### src/rtl/rgbh_pkg.sv
`timescale 1ns / 1ps
`default_nettype none
// ----------------------------------------------------------------------------
// RGB to HSL package
// Pixel and result beat types and shared constants.
// ----------------------------------------------------------------------------
package rgbh_pkg;

	localparam int unsigned COMP_W = 8;
	localparam int unsigned HUE_W = 15;
	localparam int unsigned UNIT_W = 16;
	localparam int unsigned HUE_SECTOR = 3840;
	localparam int unsigned HUE_TURN = 23040;
	localparam int unsigned UNIT_ONE = 65535;

	typedef struct packed {
		logic [COMP_W-1:0] red_in;
		logic [COMP_W-1:0] green_in;
		logic [COMP_W-1:0] blue_in;
	} pixel_t;

	typedef struct packed {
		logic [HUE_W-1:0]  hue_out;
		logic [UNIT_W-1:0] saturation_out;
		logic [UNIT_W-1:0] lightness_out;
	} hsl_t;

endpackage
`default_nettype wire

### src/rtl/rgbh_div_cell.sv
`timescale 1ns / 1ps
`default_nettype none
// ----------------------------------------------------------------------------
// Restoring divider cell
// One quotient bit per cell; the partial remainder moves to the next cell.
// ----------------------------------------------------------------------------
module rgbh_div_cell #(
	parameter int unsigned REM_W = 10,
	parameter int unsigned DIV_W = 9,
	parameter int unsigned NUM_W = 16,
	parameter int unsigned Q_W = 16,
	parameter int unsigned SIDE_W = 1
) (
	input  wire logic              clk,
	input  wire logic              arst_n,
	input  wire logic              vld_in,
	input  wire logic [REM_W-1:0]  rem_in,
	input  wire logic [DIV_W-1:0]  dvs_in,
	input  wire logic [NUM_W-1:0]  num_in,
	input  wire logic [Q_W-1:0]    quo_in,
	input  wire logic [SIDE_W-1:0] side_in,
	output logic                   vld_out,
	output logic [REM_W-1:0]       rem_out,
	output logic [DIV_W-1:0]       dvs_out,
	output logic [NUM_W-1:0]       num_out,
	output logic [Q_W-1:0]         quo_out,
	output logic [SIDE_W-1:0]      side_out
);

	logic [REM_W:0] trial;
	logic [REM_W:0] diff;
	logic           fits;

	assign trial = {rem_in, num_in[NUM_W-1]};
	assign diff = trial - {{(REM_W+1-DIV_W){1'b0}}, dvs_in};
	assign fits = !diff[REM_W];

	always_ff @(posedge clk or negedge arst_n) begin
		if (!arst_n) begin
			vld_out <= 1'b0;
		end else begin
			vld_out <= vld_in;
		end
	end

	always_ff @(posedge clk) begin
		rem_out <= fits ? diff[REM_W-1:0] : trial[REM_W-1:0];
		dvs_out <= dvs_in;
		num_out <= {num_in[NUM_W-2:0], 1'b0};
		quo_out <= {quo_in[Q_W-2:0], fits};
		side_out <= side_in;
	end

endmodule
`default_nettype wire

### src/rtl/rgb_to_hsl_converter.sv
`timescale 1ns / 1ps
`default_nettype none
// ----------------------------------------------------------------------------
// RGB to HSL converter
// The start beat passes the input register, the divider cells and the output register before the result strobe.
// One pixel is accepted every cycle; busy is always low.
// The depth is set by the chain of 16 divider cells, one quotient bit each.
// Reset clears all valid flags; the receiver cannot stall the result.
// ----------------------------------------------------------------------------
module rgb_to_hsl_converter (
	input  wire logic            clk,
	input  wire logic            arst_n,
	input  wire logic            start,
	output logic                 busy,
	input  wire rgbh_pkg::pixel_t pixel,
	output logic                 strobe,
	output rgbh_pkg::hsl_t       result
);

	localparam int unsigned NC = 16;
	localparam int unsigned DW = 9;
	localparam int unsigned RW = 10;
	localparam int unsigned NW = 16;
	localparam int unsigned SW = 2 + 15 + 1 + 9;

	typedef struct packed {
		logic [1:0]  sector;
		logic [14:0] base;
		logic        neg;
		logic [8:0]  sum;
	} side_t;

	logic [7:0] r, g, b, mx, mn, dl, pos, ng;
	logic [8:0] sum, den;
	logic [1:0] sec;

	logic       v_s1;
	logic [7:0] dl_s1, dh_s1;
	logic [8:0] den_s1, sum_s1;
	logic [1:0] sec_s1;
	logic       neg_s1;

	logic [19:0] hnum;
	logic [23:0] snum;

	logic [NC:0]        hv, sv;
	logic [RW-1:0]      hr [NC+1], sr [NC+1];
	logic [DW-1:0]      hd [NC+1], sd [NC+1];
	logic [NW-1:0]      hn [NC+1], sn [NC+1];
	logic [NW-1:0]      hq [NC+1], sq [NC+1];
	logic [SW-1:0]      hs [NC+1], ss [NC+1];
	side_t              side0, sidef;

	assign busy = 1'b0;
	assign r = pixel.red_in;
	assign g = pixel.green_in;
	assign b = pixel.blue_in;

	always_comb begin
		mx = r; sec = 2'd0; pos = g; ng = b;
		if (g > mx) begin mx = g; sec = 2'd1; pos = b; ng = r; end
		if (b > mx) begin mx = b; sec = 2'd2; pos = r; ng = g; end
		mn = r;
		if (g < mn) mn = g;
		if (b < mn) mn = b;
		dl = mx - mn;
		sum = {1'b0, mx} + {1'b0, mn};
		den = (sum <= 9'd255) ? sum : 9'd510 - sum;
	end

	always_ff @(posedge clk or negedge arst_n) begin
		if (!arst_n) v_s1 <= 1'b0;
		else v_s1 <= start;
	end

	always_ff @(posedge clk) begin
		dl_s1 <= dl;
		dh_s1 <= (pos >= ng) ? pos - ng : ng - pos;
		neg_s1 <= pos < ng;
		den_s1 <= den;
		sum_s1 <= sum;
		sec_s1 <= sec;
	end

	// Quotients fit in 16 bits: 3840*diff/delta <= 3840 and delta*65535/den <= 65535.
	// The high numerator bits are preloaded into the remainder.
	assign hnum = 20'(dh_s1) * 20'd3840;
	assign snum = 24'(dl_s1) * 24'd65535;
	assign side0 = '{sector: sec_s1, base: 15'(sec_s1) * 15'd7680, neg: neg_s1, sum: sum_s1};

	assign hv[0] = v_s1;
	assign hr[0] = RW'(hnum[19:16]);
	assign hd[0] = {1'b0, dl_s1};
	assign hn[0] = hnum[15:0];
	assign hq[0] = '0;
	assign hs[0] = side0;
	assign sv[0] = v_s1;
	assign sr[0] = RW'(snum[23:16]);
	assign sd[0] = den_s1;
	assign sn[0] = snum[15:0];
	assign sq[0] = '0;
	assign ss[0] = '0;

	for (genvar i = 0; i < NC; i++) begin : g_cells
		rgbh_div_cell #(.REM_W(RW), .DIV_W(DW), .NUM_W(NW), .Q_W(NW), .SIDE_W(SW)) u_h (
			.clk, .arst_n, .vld_in(hv[i]), .rem_in(hr[i]), .dvs_in(hd[i]),
			.num_in(hn[i]), .quo_in(hq[i]), .side_in(hs[i]),
			.vld_out(hv[i+1]), .rem_out(hr[i+1]), .dvs_out(hd[i+1]),
			.num_out(hn[i+1]), .quo_out(hq[i+1]), .side_out(hs[i+1]));
		rgbh_div_cell #(.REM_W(RW), .DIV_W(DW), .NUM_W(NW), .Q_W(NW), .SIDE_W(SW)) u_s (
			.clk, .arst_n, .vld_in(sv[i]), .rem_in(sr[i]), .dvs_in(sd[i]),
			.num_in(sn[i]), .quo_in(sq[i]), .side_in(ss[i]),
			.vld_out(sv[i+1]), .rem_out(sr[i+1]), .dvs_out(sd[i+1]),
			.num_out(sn[i+1]), .quo_out(sq[i+1]), .side_out(ss[i+1]));
	end

	assign sidef = hs[NC];

	logic [15:0] hmag, hue_v, lig_v;
	logic [16:0] lt;
	always_comb begin
		hmag = hq[NC];
		if (hd[NC] == '0) hue_v = '0;
		else if (!sidef.neg) hue_v = 16'(sidef.base) + hmag;
		else if (hmag > 16'(sidef.base)) hue_v = 16'(sidef.base) + 16'd23040 - hmag;
		else hue_v = 16'(sidef.base) - hmag;
		if (hue_v >= 16'd23040) hue_v = hue_v - 16'd23040;
		// Since 65535/510 is 128.5, lightness is sum*128 plus half the sum, rounded down.
		lt = 17'({sidef.sum, 7'd0}) + 17'(sidef.sum[8:1]);
		lig_v = lt[15:0] | {16{lt[16]}};
	end

	always_ff @(posedge clk or negedge arst_n) begin
		if (!arst_n) strobe <= 1'b0;
		else strobe <= hv[NC];
	end

	always_ff @(posedge clk) begin
		result.hue_out <= hue_v[14:0];
		result.saturation_out <= (hd[NC] == '0) ? 16'd0 : sq[NC];
		result.lightness_out <= lig_v;
	end

	logic unused_l;
	assign unused_l = ^{sv[NC], sr[NC], sd[NC], sn[NC], ss[NC], hr[NC], hn[NC]};

	a_lanes: assert property (@(posedge clk) disable iff (!arst_n) hv[NC] == sv[NC])
		else $error("divider lanes out of step");
	a_lat: assert property (@(posedge clk) disable iff (!arst_n) v_s1 |-> ##17 strobe)
		else $error("result strobe missing");
	a_hue: assert property (@(posedge clk) disable iff (!arst_n) strobe |-> result.hue_out < 15'd23040)
		else $error("hue out of range");
endmodule
`default_nettype wire

### config.mk
export PLATFORM = sky130hd
export DESIGN_NAME = rgb_to_hsl_converter
export DESIGN_NICKNAME = d
export VERILOG_FILES = /design/src/rtl/rgbh_pkg.sv /design/src/rtl/rgbh_div_cell.sv /design/src/rtl/rgb_to_hsl_converter.sv
export SDC_FILE = /design/constraint.sdc
export NUM_CORES = 2
export LEC_CHECK = 0
export ABC_AREA = 1
export BUFFER_PORTS_ARGS = -buffer_cell sky130_fd_sc_hd__buf_2
export CAP_MARGIN = 20
export CORE_AREA = 2 2 442 444
export DETAILED_ROUTE_END_ITERATION = 6
export DIE_AREA = 0 0 444 446
export SYNTH_ARGS = -nofsm -noshare
export SYNTH_HDL_FRONTEND = slang
export SYNTH_HIERARCHICAL = 1
export SYNTH_SLANG_ARGS = --single-unit
### constraint.sdc
create_clock -name clk -period 5.7 [get_ports clk]
set_clock_uncertainty 0.2 [all_clocks]
set_input_delay 0.285 -clock clk [delete_from_list [all_inputs] [get_ports clk]]
set_output_delay 0.285 -clock clk [all_outputs]
set_load 0.005 [all_outputs]
==> impl_metrics.ini <==
[synthesis]
yosys_warnings = 6
synthCells = 7425
postSynthAreaPerCell_um2 = 8.556
syn-cell-area_um2 = 63530

[critical_path]
endpoint_kind = register
crit_top_cell = fa_1
worstSetupPathType = register to register
startpoint_type = register
critPathArrivalTime_ns = 5.98
cpLargestDelayFamily = adder cells
cp_num_buf_inv = 4
slowest_delay_ns = 0.58
crit_fanout = 5
critPathSlowestCell = fa_1
cp.required_ns = 6.25

[die]
fp.dieW_um = 444
coreArea_um2 = 193600
die_y_um = 446
io_pins = 76
start_util_pct = 32.82
rows = 162
dieArea_um2 = 198000

[run_status]
status = complete, but fails checks
violations = DRC

[cts]
cts.sinks = 1591
numCtsBuffers = 163
cts_max_level = 4
clkTransAtPathRegs_ns = 0.06
cts-root-buf = clkbuf_16
cts_tree = built
cts_buffer_depth = 3
clock_latency_ns = 0.81

[routing]
wirelength_mm = 125.4
dr_total_vias = 44470
ant_nets = 0
avgRoutedWirePerCell_um = 12.10
firstDrtPassIters = 7
drc_errors = 1
drt-initial-drc-count = 2162
viasPerCell = 4.294

[sta]
final-setup-viol-count = 0
fin_crit_sh_pct = 95.30
finalMaxSlewViolations = 0
clock.fmax_mhz = 184.1
setup_tns_ns = 0
tightest_slew_ns = 0.8470
finalHoldViolCount = 0
period_minus_slack_ns = 5.432
timing.slew.headroom_pct = 43.35

[global_routing]
grt_pass1_vias = 42930
overflow = 0
antenna_found_initial = 0
grt_pass1_wl_mm = 207.4
grt_max_degree = 28
grt_use_total_pct = 12.51

[worst_hold_path]
min_path_type = input port to register

[place]
gp_congestion = 0.8690
io_buffers = 74
post-dp-hpwl_mm = 96.15

[cells_and_area]
final_nets = 8253
drive_above_1_share_pct = 10.52
diodes = 0
area_delta_synth_final_pct = 15.27

[job]
drv_cap = 0
[layout make-up]
cell class,instances,area [µm²]
fillers,19260,120300
flip-flops and latches,1591,31940
multi-input cells,4593,26800
clock buffers,219,4601
inverters,1149,4315
well taps,2542,3181
repair buffers,188,1299
clock inverters,75,1094
[per-layer routing]
layer	up-vias	global-route usage, %	wire length, µm
met2	747	21.59	59530
met5	-	0	0
met1	20080	15.62	57760
li1	23420	-	-
met3	226	2.297	4887
met4	0	4.226	3182
[state kept, by name, indices dropped and copies added, names as in the netlist, 47 cells and up]
signal and flops:
g_cells.u_h/side_out 400, g_cells.u_h/rem_out 150, g_cells.u_s/rem_out 150, g_cells.u_h/dvs_out 144
g_cells.u_h/quo_out 136, g_cells.u_s/quo_out 136, g_cells.u_s/dvs_out 135, g_cells.u_h/num_out 120
g_cells.u_s/num_out 120, result 47
[path summary, 6_finish.rpt]
path / cells past startpoint / endpoint / start / slack [ns]
worst max-delay path: 26 / g_cells[0].u_s/rem_out[7]$_DFF_P_ / dl_s1[4]$_DFF_P_ / 0.27
worst min-delay path: 5 / dl_s1[2]$_DFF_P_ / pixel[2] / 0.03
worst max register to register: 26 / g_cells[0].u_s/rem_out[7]$_DFF_P_ / dl_s1[4]$_DFF_P_ / 0.27
worst min register to register: 0 / g_cells[8].u_h/quo_out[1]$_DFF_P_ / g_cells[7].u_h/quo_out[0]$_DFF_P_ / 0.08
max in group asynchronous: 3 / g_cells[8].u_h/vld_out$_DFF_PN0_ / arst_n / 4.28
min in group asynchronous: 3 / v_s1$_DFF_PN0_ / arst_n / 0.46
[what timing repair did]
| item | in CTS | in global routing |
|---|---|---|
| gates cloned | 0 | 3 |
| buffers inserted | 2 | 13 |
| hold buffers | 16 | 0 |
| pin swaps | 3 | 38 |
| setup endpoints to repair | 11 | 20 |
| resized for setup | 11 | 95 |
| endpoints found under the hold margin | 31 | 0 |
[metrics by stage]
stage          area (µm²)  util, %  setup WS, ns  cells  hold slack, ns
6_report            73230    37.83        0.2677  10360         0.02690
5_1_grt             73230    37.83      -0.01675  10360         0.02394
4_1_cts             72730    37.57       0.01172  10340        0.001325
3_5_place_dp        66800    34.51       -0.2599  10030         0.04667
3_3_place_gp        66800    34.51       -0.2393  10030         0.04006
2_1_floorplan       63670        -        0.1055   7462         -0.2106
[cells in the final DEF (no fill, tap or decap), drive strengths merged, types with 11 or more instances in the layout]
cell and instances:
a21oi 217, buf 171, bufinv 14, clkbuf 220, clkinv 41, conb 38
dfrtp 18, dfxtp 1573, dlygate4sd3 16, fa 91, ha 449, inv 1160
nand2 2207, nand3 665, nand4 76, nor2 434, nor3 21, o211ai 19
o21ai 87, o21bai 11, or2 34, xnor2 44, xor2 156
[worst min-delay path: stages]
cell and delay, ns:
buf_2 0.18, nand2_1 0.08, o21ai_2 0.10, ha_4 0.20
xor2_1 0.10
Power is left out: the tool's default activity adds up to more than one toggle a clock period on the data nets, which glitch-free logic cannot reach.
